### src/rtl/mtd_ram.sv
// ----------------------------------------------------------------------------
// Generic RAM
// One write port, one read port, registered read data.
// ----------------------------------------------------------------------------
module mtd_ram #(
  parameter int WIDTH = 8,
  parameter int DEPTH = 16
) (
  input  logic                     clk,
  input  logic                     we,
  input  logic [$clog2(DEPTH)-1:0] waddr,
  input  logic [WIDTH-1:0]         wdata,
  input  logic [$clog2(DEPTH)-1:0] raddr,
  output logic [WIDTH-1:0]         rdata
);

  logic [WIDTH-1:0] mem [DEPTH];

  always_ff @(posedge clk) begin
    if (we) begin
      mem[waddr] <= wdata;
    end
    rdata <= mem[raddr];
  end

endmodule

### config.mk
export PLATFORM = sky130hd
export DESIGN_NAME = mtd_ram
export DESIGN_NICKNAME = d
export VERILOG_FILES = /design/src/rtl/mtd_ram.sv
export SDC_FILE = /design/constraint.sdc
export NUM_CORES = 1
export LEC_CHECK = 0
export BUFFER_PORTS_ARGS = -buffer_cell sky130_fd_sc_hd__buf_4
export CORE_MARGIN = 4
export CORE_UTILIZATION = 55
export DETAILED_ROUTE_END_ITERATION = 7
export GPL_ROUTABILITY_DRIVEN = 0
export PLACE_DENSITY = 0.81
export SLEW_MARGIN = 25
export SYNTH_ARGS = -nofsm -noshare
export SYNTH_HDL_FRONTEND = slang
export SYNTH_SLANG_ARGS = --single-unit
### constraint.sdc
create_clock -name clk -period 1.8 [get_ports clk]
set_input_delay 0.18 -clock clk [delete_from_list [all_inputs] [get_ports clk]]
set_output_delay 0.18 -clock clk [all_outputs]
set_load 0.01 [all_outputs]
==> results of run 1 <==
-- routing by layer --
layer	vias up	GRT usage (%)
li1	1106	-
met4	0	7.69
met5	-	0
met1	1265	28.9
met3	4	5.13
met2	103	31.1
-- kinds of logic (layout without fill, tap and decap cells) --
| family | count (synthesis) | count (layout) | share of synthesized area, % |
|---|---|---|---|
| multiplexers | 32 | 32 | 15.0 |
| AND/OR/NAND/NOR | 35 | 35 | 3.18 |
| AO/OA/AOI/OAI | 16 | 16 | 2.33 |
| buffers and inverters | 10 | 87 | 1.68 |
| flip-flops | 136 | 136 | 77.8 |
-- per-stage QoR --
| step | hold slack (ps) | utilization, % | setup slack [ps] |
|---|---|---|---|
| floorplan | 279 | - | 127 |
| global placement | 485 | 60.5 | 181 |
| detailed placement | 503 | 60.5 | 137 |
| CTS | 152 | 67.2 | 333 |
| global route | 181 | 67.2 | 302 |
| finish | 184 | 67.2 | 370 |
-- worst reg2reg max path, cell delays in order (launching register included) --
cell,delay [ps]
sky130_fd_sc_hd__edfxtp_1,390
sky130_fd_sc_hd__mux4_1,510
sky130_fd_sc_hd__a22oi_1,280
sky130_fd_sc_hd__nand2_1,120
-- placed cells by master (no fill, tap or decap) --
master	count
sky130_fd_sc_hd__a22oi_1	16
sky130_fd_sc_hd__and2_1	1
sky130_fd_sc_hd__and2b_1	1
sky130_fd_sc_hd__buf_12	1
sky130_fd_sc_hd__buf_4	46
sky130_fd_sc_hd__clkbuf_16	16
sky130_fd_sc_hd__clkbuf_8	1
sky130_fd_sc_hd__clkinv_1	1
sky130_fd_sc_hd__clkinv_4	8
sky130_fd_sc_hd__clkinvlp_4	2
sky130_fd_sc_hd__dfxtp_1	8
sky130_fd_sc_hd__dlygate4sd3_1	8
sky130_fd_sc_hd__edfxtp_1	128
sky130_fd_sc_hd__inv_6	4
sky130_fd_sc_hd__mux4_1	14
sky130_fd_sc_hd__mux4_2	18
sky130_fd_sc_hd__nand2_1	9
sky130_fd_sc_hd__nand2b_1	2
sky130_fd_sc_hd__nand3_1	1
sky130_fd_sc_hd__nand3b_1	2
sky130_fd_sc_hd__nor2_1	13
sky130_fd_sc_hd__nor2b_1	1
sky130_fd_sc_hd__nor3_1	4
sky130_fd_sc_hd__or3b_2	1
-- worst paths after layout --
path | start | to | depth (start not counted)
hold reg to reg | mem[12][2] | rdata[2] | 3
setup / recovery | mem[9][5] | rdata[5] | 3
hold / removal | waddr[0] | mem[4][7] | 3
setup reg to reg | mem[9][5] | rdata[5] | 3
-- cell type report --
class / instances / area (sq um)
sequential: 136 / 4000
fill: 568 / 3010
multi-input combinational: 83 / 1060
timing repair buffer: 55 / 445
clock buffer: 17 / 414
tap: 111 / 139
clock inverter: 15 / 124
-- cell usage after synthesis --
cell type / instances / share of area (%)
sky130_fd_sc_hd__and2b_1: 1 / 0.15
sky130_fd_sc_hd__nand3_1: 1 / 0.097
sky130_fd_sc_hd__buf_6: 3 / 0.66
sky130_fd_sc_hd__nor2b_1: 1 / 0.12
sky130_fd_sc_hd__nor2_1: 13 / 0.95
sky130_fd_sc_hd__clkdlybuf4s25_2: 3 / 0.58
sky130_fd_sc_hd__a22oi_1: 16 / 2.3
sky130_fd_sc_hd__nand3b_1: 2 / 0.29
sky130_fd_sc_hd__and2_1: 1 / 0.12
sky130_fd_sc_hd__buf_2: 3 / 0.29
sky130_fd_sc_hd__mux4_2: 18 / 7.9
sky130_fd_sc_hd__or3b_2: 1 / 0.17
sky130_fd_sc_hd__buf_4: 1 / 0.15
sky130_fd_sc_hd__dfxtp_1: 8 / 3.1
sky130_fd_sc_hd__nand2b_1: 2 / 0.24
sky130_fd_sc_hd__nor3_1: 4 / 0.39
sky130_fd_sc_hd__nand2_1: 9 / 0.66
sky130_fd_sc_hd__mux4_1: 14 / 7.1
sky130_fd_sc_hd__edfxtp_1: 128 / 75
-- state kept, by name, summed over array words and instances (netlist names) --
signal / cells
mem: 128
rdata: 8
-- repair_timing --
action | 4_1_cts | 5_1_grt
hold endpoints to repair | 128 | 0
buffers inserted | 0 | 0
hold buffers | 8 | 0
-- power breakdown --
group / switching, mW / total, mW / internal, mW / leakage (nW)
clock: 1.36 / 3.07 / 1.72 / 0.257
sequential: 0.0237 / 3.56 / 3.54 / 1.22
combinational: 0.196 / 0.374 / 0.178 / 0.644
==> results.txt, run 1 <==
- The flow ran to the end, and the final reports show no timing, DRC or antenna violations.
- RSZ-0062 raised after global routing: false
- Number of antenna diodes: 0
* Number of buffers added by the clock tree synthesis step: 17
- For this run, the slowest stage of the critical path takes 510 ps.
* Die area: 11000 sq um
- Worst-case vdd ir drop: 0.563 mV
- Entering global routing, the biggest net connects 33 pins.
* NumNets Final: 311
* Final Setup Violations: 0
- Once layout is complete, the cells apart from fillers number 417.
* Setup crit start kind: flop
* Number of flip-flops and latches in the synthesized netlist: 136
- Top routing layer used: met4
- Subtracting the final worst setup slack from the clock period gives 1430 ps.
- Sequential cell area fraction in the yosys report: 77.8%
* Length of routed met3 wiring: 809 um
- Of all nets on the critical path, the largest fanout is 1.
- In this run the static leakage power is 2.13 nW.
* Transition time at the pin with the least slew margin: 447 ps
- TritonCTS built the clock tree.
* Slowest cell on the critical path: sky130_fd_sc_hd__mux4_1
* Via count of the first global-routing pass: 2599
- The cell family contributing the most delay on the critical path is multiplexers.
- Row generation in the floorplan step produced 35 rows.
- The worst path uses 79.4% of the clock period.
- The floorplan step set the die width to 105 um.
- Dividing the detail-routed via count by the number of cells gives 5.94.
* Kind of end point of the critical path: flop
- DRC violation count after routing: 0
- Initial standard-cell utilization of the core: 56.0%
* Number of buffer and inverter instances along the worst setup path: 0
- Max-slew headroom at the worst pin: 70.2%
- The first detailed-routing pass took 4 iterations.
- The die is 105 um tall.
- STA puts the critical path data required time at 2180 ps.
- For this block, the via count after detailed routing is 2478.
* Standard cell core area: 9200 sq um
- Share of cells above drive strength 1: 31.7%
* Worst setup skew after layout: 5.93 ps
* Pwr/cell area: 1130 nW/um^2
* Non-Filler Cell Area, Final: 6180 sq um
* Wire length of the first global-routing pass: 15.8 mm
- The number of nets handed over by synthesis was 247.
* Amount of wire on met2 after detailed routing: 5.25 mm
* Series of cell instances along the critical path: mux4_1 -> a22oi_1 -> nand2_1
- Power comes to 7.01 mW.
- Post-Place Cell Area: 5570 sq um
* Area Overhead vs Synth: 20.1%
- The tightest min-delay check is of the input pin to flop type.
- Placed Cells: 377
- Timing would allow up to 699 MHz.
- Pin placement for this block handled 26 I/O pins.
* Clk sink count: 136
- Post-CTS repair changed the size of 0 cells.
* DRT antenna net count: 0
* Count of max-cap constraint violations: 0
* Pins over their slew limit: 0
* Deepest level of the CTS H-tree: 4
- After routing, the total negative slack on setup checks comes to 0 ps.
* Clock root cell: sky130_fd_sc_hd__clkbuf_8
- Antenna violations before repair: 0
* Wirelength, routed: 10.3 mm
* Total of warnings raised by yosys: 0
- Input and output buffers added on the ports amount to 25.
* Latest clock arrival within the worst-skew pair: 510 ps
* Kind of critical path: flop to flop
* Synth unique cells: 19
- For flop-to-flop paths, the worst setup slack is 370 ps.
* Worst Path Arrival: 1810 ps
- In this run the mean area of a mapped cell was 22.5 sq um.
- The longest clock path from root to sink contains 2 buffers.
- Across every metal layer, demand over resource in global routing totals 20.4%.
- Detailed placement ended at an HPWL of 6.33 mm.
- Per-cell routed wire length: 24.7 um
* Synthesized cell area: 5150 sq um
* DRT met1 WL: 4.15 mm
- Clock-pin slew was measured on the worst setup and hold paths at 60 ps.
* GRT overflow: 0
- Synthesis produced a netlist whose cell count is 229.
- Initial drt markers: 290
- Final Hold Vio Count: 0
No activity file was read; power rests on OpenSTA's default activity.
==> inputs of run 2 (changes only) <==
==> constraint.sdc (replaced) <==
create_clock -name clk -period 1.4 [get_ports clk]
set_input_delay 0.14 -clock clk [delete_from_list [all_inputs] [get_ports clk]]
set_output_delay 0.14 -clock clk [all_outputs]
set_load 0.01 [all_outputs]
==> results.txt, run 2 (synthesized netlist as in run 1, its figures left out) <==
- Setup violations remaining at the end of the flow were counted as 0.
- Max-slew headroom at the worst pin: 46.7%
* Number of antenna diodes: 0
- Wire length of the first global-routing pass: 16.1 mm
- Pwr/cell area: 1550 nW/um^2
- The slowest stage of the critical path is the sky130_fd_sc_hd__mux4_1 cell.
- Post-CTS Setup Inserts: 0
- Clock-pin slew was measured on the worst setup and hold paths at 60 ps.
* Transition time at the pin with the least slew margin: 797 ps
- After filler insertion, the fill cell instance count of the layout stands at 577.
- Initial standard-cell utilization of the core: 56.0%
* Deepest clock path buffer count: 2
- The hold violation count in the final report came to 0.
* Count of max-cap constraint violations: 0
* Total number of placement rows: 35
- Required time of the critical path: 1790 ps
* Achievable Freq: 744 MHz
- Sequential fraction of design power: 46.6%
- Smallest hold slack: 116 ps
- After the first detailed-routing iteration, the DRC count stood at 248.
* Final critical path time including I/O delays and setup: 1340 ps
* Pins over their slew limit: 0
- VDD sags by at most 0.868 mV.
- DRT antenna net count: 0
- Final cycle utilization of the critical path: 96.1%
- Number of buffer and inverter instances along the worst setup path: 0
- The sequential cells in the finished layout cover a total of 4000 sq um.
* Register ranked first by flip-flop count: mem
- Clock network power share: 48.3%
- The count of buffers added on input and output ports is 25.
- The post-route netlist has 34.1% of its cells at a drive strength greater than 1.
- CTS tree: yes
* Die area: 11000 sq um
- Total Routing Usage GR: 20.6%
* CP top delay family: multiplexers
- OpenSTA, run right after detailed placement, puts the worst setup slack at -149 ps.
- After detailed routing, the number of remaining DRC violations is 0.
* Most common cell after layout, fill and taps aside: sky130_fd_sc_hd__edfxtp_1
- NumNets Final: 313
* Deepest level of the CTS H-tree: 4
- The via count of the first global-routing pass is 2736.
- For the final database, setup skew stands at 4.90 ps.
- In the final layout, the registers with the most flip-flops are mem x128, rdata x8.
- For this design the total switching power over the nets is 1.94 mW.
- In this run the vertical extent of the chip is 105 um.
- For the worst setup path, the data arrival time is 1740 ps.
- The number of antenna violations at the first check in global routing came to 0.
- Wirelength, routed: 10.4 mm
- Outcome: finished clean
- The critical path goes through mux4_1 -> a22oi_2 -> nand2_1.
- Highest-count cells in the layout ignoring fill and taps: 128 x sky130_fd_sc_hd__edfxtp_1, 46 x sky130_fd_sc_hd__buf_4, 19 x sky130_fd_sc_hd__mux4_2
- Setup repair after global routing left no endpoint under its margin.
- Die width: 105 um
- Measured on the finished design, the core utilization comes to 69.1%.
- Classification of the worst-slack hold path: input pin to flop
* Latest clock arrival within the worst-skew pair: 510 ps
- The critical path is of the flop to flop type.
- The finished cells cover 6350 sq um.
* Cell internal pwr: 7.88 mW
- Of the total power, the share spent switching nets is 19.8%.
- The largest single stage delay on the critical path is 530 ps.
- Buffers inserted during clock tree synthesis total 17.
* Clock root cell: sky130_fd_sc_hd__clkbuf_8
- The worst setup path is captured at a flop.
* Top-level port count: 26
- Overall via count from detail_route: 2557
- Power Total: 9.83 mW
- GRT overflow: 0
- The multi-input combinational cells in the finished layout cover a total of 1080 sq um.
- Of the total power, combinational logic draws 5.1%.
- Once placement finished, the instance area stood at 5610 sq um.
- Leak pwr: 2.19 nW
- Relative to the synthesized area, the layout overhead comes to 23.4%.
* Detailed Routing Iterations Pass 1: 5
- Standard cell core area: 9200 sq um
- Pin count of the biggest net entering global routing: 19
- Per-cell routed wire length: 24.7 um
* Detail-routed via count per cell: 6.10
* Max reg flops: 128
* HPWL Detailed: 6.30 mm
- Biggest fanout along the worst timing path: 1
- Clk sink count: 136
- The worst setup path is launched from a flop.
* Slack of the critical path: 55.1 ps
-- run 2: worst min-delay path, stage by stage --
cell and delay (ps):
sky130_fd_sc_hd__buf_4 140, sky130_fd_sc_hd__mux4_2 190, sky130_fd_sc_hd__a22oi_1 60, sky130_fd_sc_hd__nand2_1 60
-- run 2: path summary, 6_finish.rpt --
check                                 from  endpoint  slack [ps]  cells past startpoint
worst max-delay path             mem[0][5]  rdata[5]          60                      3
worst max register to register   mem[0][5]  rdata[5]          60                      3
worst min-delay path              raddr[1]  rdata[0]         120                      4
worst min register to register  mem[15][7]  rdata[7]         680                      3
-- run 2: cell type report --
| cell class | instances | area share [%] |
|---|---|---|
| clock inverters | 14 | 3.49 |
| repair buffers | 57 | 7.64 |
| well taps | 111 | 2.19 |
| multi-input cells | 83 | 17.1 |
| clock buffers | 18 | 6.58 |
| flip-flops and latches | 136 | 63.0 |
-- run 2: per-stage QoR --
step	setup TNS, ps	std cells
CTS	0	419
finish	0	419
global route	0	419
global placement	-362	379
floorplan	-147	229
detailed placement	-885	379
-- run 2: metal layers --
metal | part of all wire, % | track usage (%) | vias to the layer above | wire (um)
met5 | 0 | 0 | - | 0
met4 | 1.4 | 8.25 | 0 | 148
met3 | 8.3 | 4.94 | 14 | 863
met2 | 52 | 34.0 | 136 | 5390
met1 | 38 | 26.6 | 1300 | 3950
li1 | - | - | 1107 | -
-- run 2: power groups by stage --
stage	clock network [mW]	registers (mW)	logic, mW
6_report	4.74	4.58	0.502
3_5_place_dp	0	4.66	0.470
4_1_cts	4.81	4.58	0.498
2_1_floorplan	0	4.67	0.231
3_3_place_gp	0	4.66	0.450
5_1_grt	5.01	4.59	0.538
-- run 2: timing repair --
action / 4_1_cts / 5_1_grt
hold endpoints to repair: 128 / 0
endpoints found under the setup margin: 1 / 6
hold buffers: 8 / 0
pin swaps: 0 / 1
gates resized for setup: 1 / 5
==> inputs of run 3 (changes only) <==
--- a/config.mk
+++ b/config.mk
@@ -10,7 +10,8 @@
 export CORE_UTILIZATION = 55
 export DETAILED_ROUTE_END_ITERATION = 7
 export GPL_ROUTABILITY_DRIVEN = 0
-export PLACE_DENSITY = 0.81
+export MAX_ROUTING_LAYER = met4
+export PLACE_DENSITY_LB_ADDON = 0.12
 export SLEW_MARGIN = 25
 export SYNTH_ARGS = -nofsm -noshare
 export SYNTH_HDL_FRONTEND = slang
==> results.txt, run 3 (synthesized netlist as in run 1, its figures left out) <==
* Outcome: finished clean
- Setup crit start kind: flop
* Final critical path time including I/O delays and setup: 1340 ps
- After global routing the overflow that remains totals 0.
- Of the available clock period, the critical path in the final layout requires 95.6%.
- The net count of the finished layout is 317.
- Entering global routing, the biggest net connects 20 pins.
- Max-slew headroom at the worst pin: 48.2%
- Based on the critical path, the design can be clocked at up to 747 MHz.
- Fraction of power spent switching nets: 20.3%
- RSZ-0062 raised after global routing: false
* P_sw: 1.92 mW
- Register ranked first by flip-flop count: mem
* Fraction of power consumed by combinational cells: 5.3%
- Clk sink count: 136
* Total number of placement rows: 35
- Min-delay src: waddr[0]
- Post-CTS Setup Inserts: 0
* Per-cell routed wire length: 22.8 um
* Highest-count cells in the layout ignoring fill and taps: 128 x sky130_fd_sc_hd__edfxtp_1, 50 x sky130_fd_sc_hd__buf_4, 18 x sky130_fd_sc_hd__mux4_2
- At the pin with the least slew margin, the transition time is 775 ps.
- For the worst flop-to-flop path, the logic depth is 3.
* Number of buffers added by the clock tree synthesis step: 17
* Number of antenna diodes: 0
- Global routing used 19.9% of the available tracks.
* CTS tree: yes
- The die covers 11000 sq um.
- The final layout contains routed wiring with a total length of 9.67 mm.
- Count of max-cap constraint violations: 0
* Leak pwr: 2.20 nW
- Data on the critical path is required at its endpoint by 1790 ps.
* Clock network power share: 46.2%
* Die boundary height: 105 um
- Once the floorplan was initialized, standard cells occupied 56.0% of the core.
- The root buffer cell chosen for the clock tree is sky130_fd_sc_hd__clkbuf_8.
- Using the TritonRoute via totals, the vias-per-cell ratio works out to 5.84.
- The startpoint identified for the worst register-to-register timing path is mem[9][2].
- Non-Filler Cell Area, Final: 6330 sq um
- Clock-pin slew was measured on the worst setup and hold paths at 60 ps.
- Summed over all nets, the half-perimeter wirelength after detailed placement is 6.26 mm.
* Biggest regs: mem x128, rdata x8
- Post-Place Cell Area: 5640 sq um
- Area Overhead vs Synth: 22.9%
* Destination of the worst hold path: mem[4][2]
* Antenna violations before repair: 0
* Initial drt markers: 200
- The internal portion of the total power is 7.52 mW.
* Overall via count from detail_route: 2471
- Leaving out fill and tap cells, the most frequent cell in the layout is sky130_fd_sc_hd__edfxtp_1.
* Wire length of the first global-routing pass: 15.3 mm
- The via count of the first global-routing pass was 2578.
- Worst hold path depth: 3
- From left edge to right edge, the die measures 105 um.
- Fin util: 68.8%
- Flop2flop setup slack: 60 ps
- The post-route netlist has 34.3% of its cells at a drive strength greater than 1.
- Pwr/cell area: 1490 nW/um^2
- Once detail routing completed, the nets flagged for antenna violations numbered 0.
* Final Hold Vio Count: 0
- The worst-case IR drop observed on VDD is 0.880 mV.
- Of all nets on the critical path, the largest fanout is 1.
* Standard cell core area: 9200 sq um
- Quantity of I/O buffers inserted on ports: 25
- The register with the most flip-flops in the layout has 128 of them.
- Minimum setup slack after placement: -236 ps
- Sequential fraction of design power: 48.5%
- Worst setup skew after layout: 8.31 ps
- Top-level port count: 26
- Deepest clock path buffer count: 2
- At the worst endpoint, the arrival time is 1730 ps.
- Setup violations remaining at the end of the flow were counted as 0.
- STA classifies the critical path endpoint as a flop.
- The critical path is of the flop to flop type.
- Classification of the worst-slack hold path: input pin to flop
- Detailed Routing Iterations Pass 1: 4
- In this run the critical register-to-register path is captured at rdata[2].
* Slack of the critical path: 61.2 ps
- Pins over their slew limit: 0
- Latest clock arrival within the worst-skew pair: 510 ps
- Deepest level of the CTS H-tree: 4
- DRC violation count after routing: 0
run 3: worst max-delay path by stage:
| stage | startpoint | endpoint |
|---|---|---|
| floorplan | waddr[2] | mem[3][0] |
| global placement | raddr[0] | rdata[3] |
| detailed placement | raddr[0] | rdata[3] |
| CTS | mem[9][2] | rdata[2] |
| global route | mem[9][2] | rdata[2] |
| finish | mem[9][2] | rdata[2] |
run 3: timing repair:
action,in CTS,in global routing
pin swaps,0,1
hold endpoints to repair,128,0
endpoints found under the setup margin,1,3
gates resized for setup,1,2
cloned,0,0
hold buffers,8,0
run 3: routing by layer:
layer	share of wire, %	global-route usage (%)	routed length (um)	up-vias
met3	5.2	4.69	507	7
met4	0.81	7.03	78	0
li1	-	-	-	1117
met1	45	27.9	4350	1264
met5	0	-	0	-
met2	49	29.0	4730	83
run 3: stage by stage:
stage	power [mW]	hold WS (ps)	std cells	TNS [ps]
6_report	9.44	141	423	0
5_1_grt	9.76	138	423	0
4_1_cts	9.51	120	423	0
3_5_place_dp	5.14	454	383	-854
3_3_place_gp	5.13	443	383	-681
2_1_floorplan	4.90	239	229	-147
run 3: final cells by class:
type / instances / area (sq um)
repair buffers: 61 / 515
multi-input cells: 83 / 1080
clock buffers: 18 / 418
clock inverters: 14 / 174
fillers: 584 / 2870
flip-flops and latches: 136 / 4000
well taps: 111 / 139
run 3: worst max-delay path: stages (launching register included):
cell and delay, ps:
sky130_fd_sc_hd__edfxtp_1 360, sky130_fd_sc_hd__mux4_1 530, sky130_fd_sc_hd__a22oi_2 250, sky130_fd_sc_hd__nand2_1 80
run 3: power by group through the flow:
stage	registers [mW]	logic [mW]	clock network [mW]
after global placement	4.66	0.469	0
after global routing	4.59	0.541	4.63
final	4.58	0.497	4.36
after floorplan	4.67	0.231	0
after detailed placement	4.67	0.478	0
after CTS	4.58	0.499	4.43
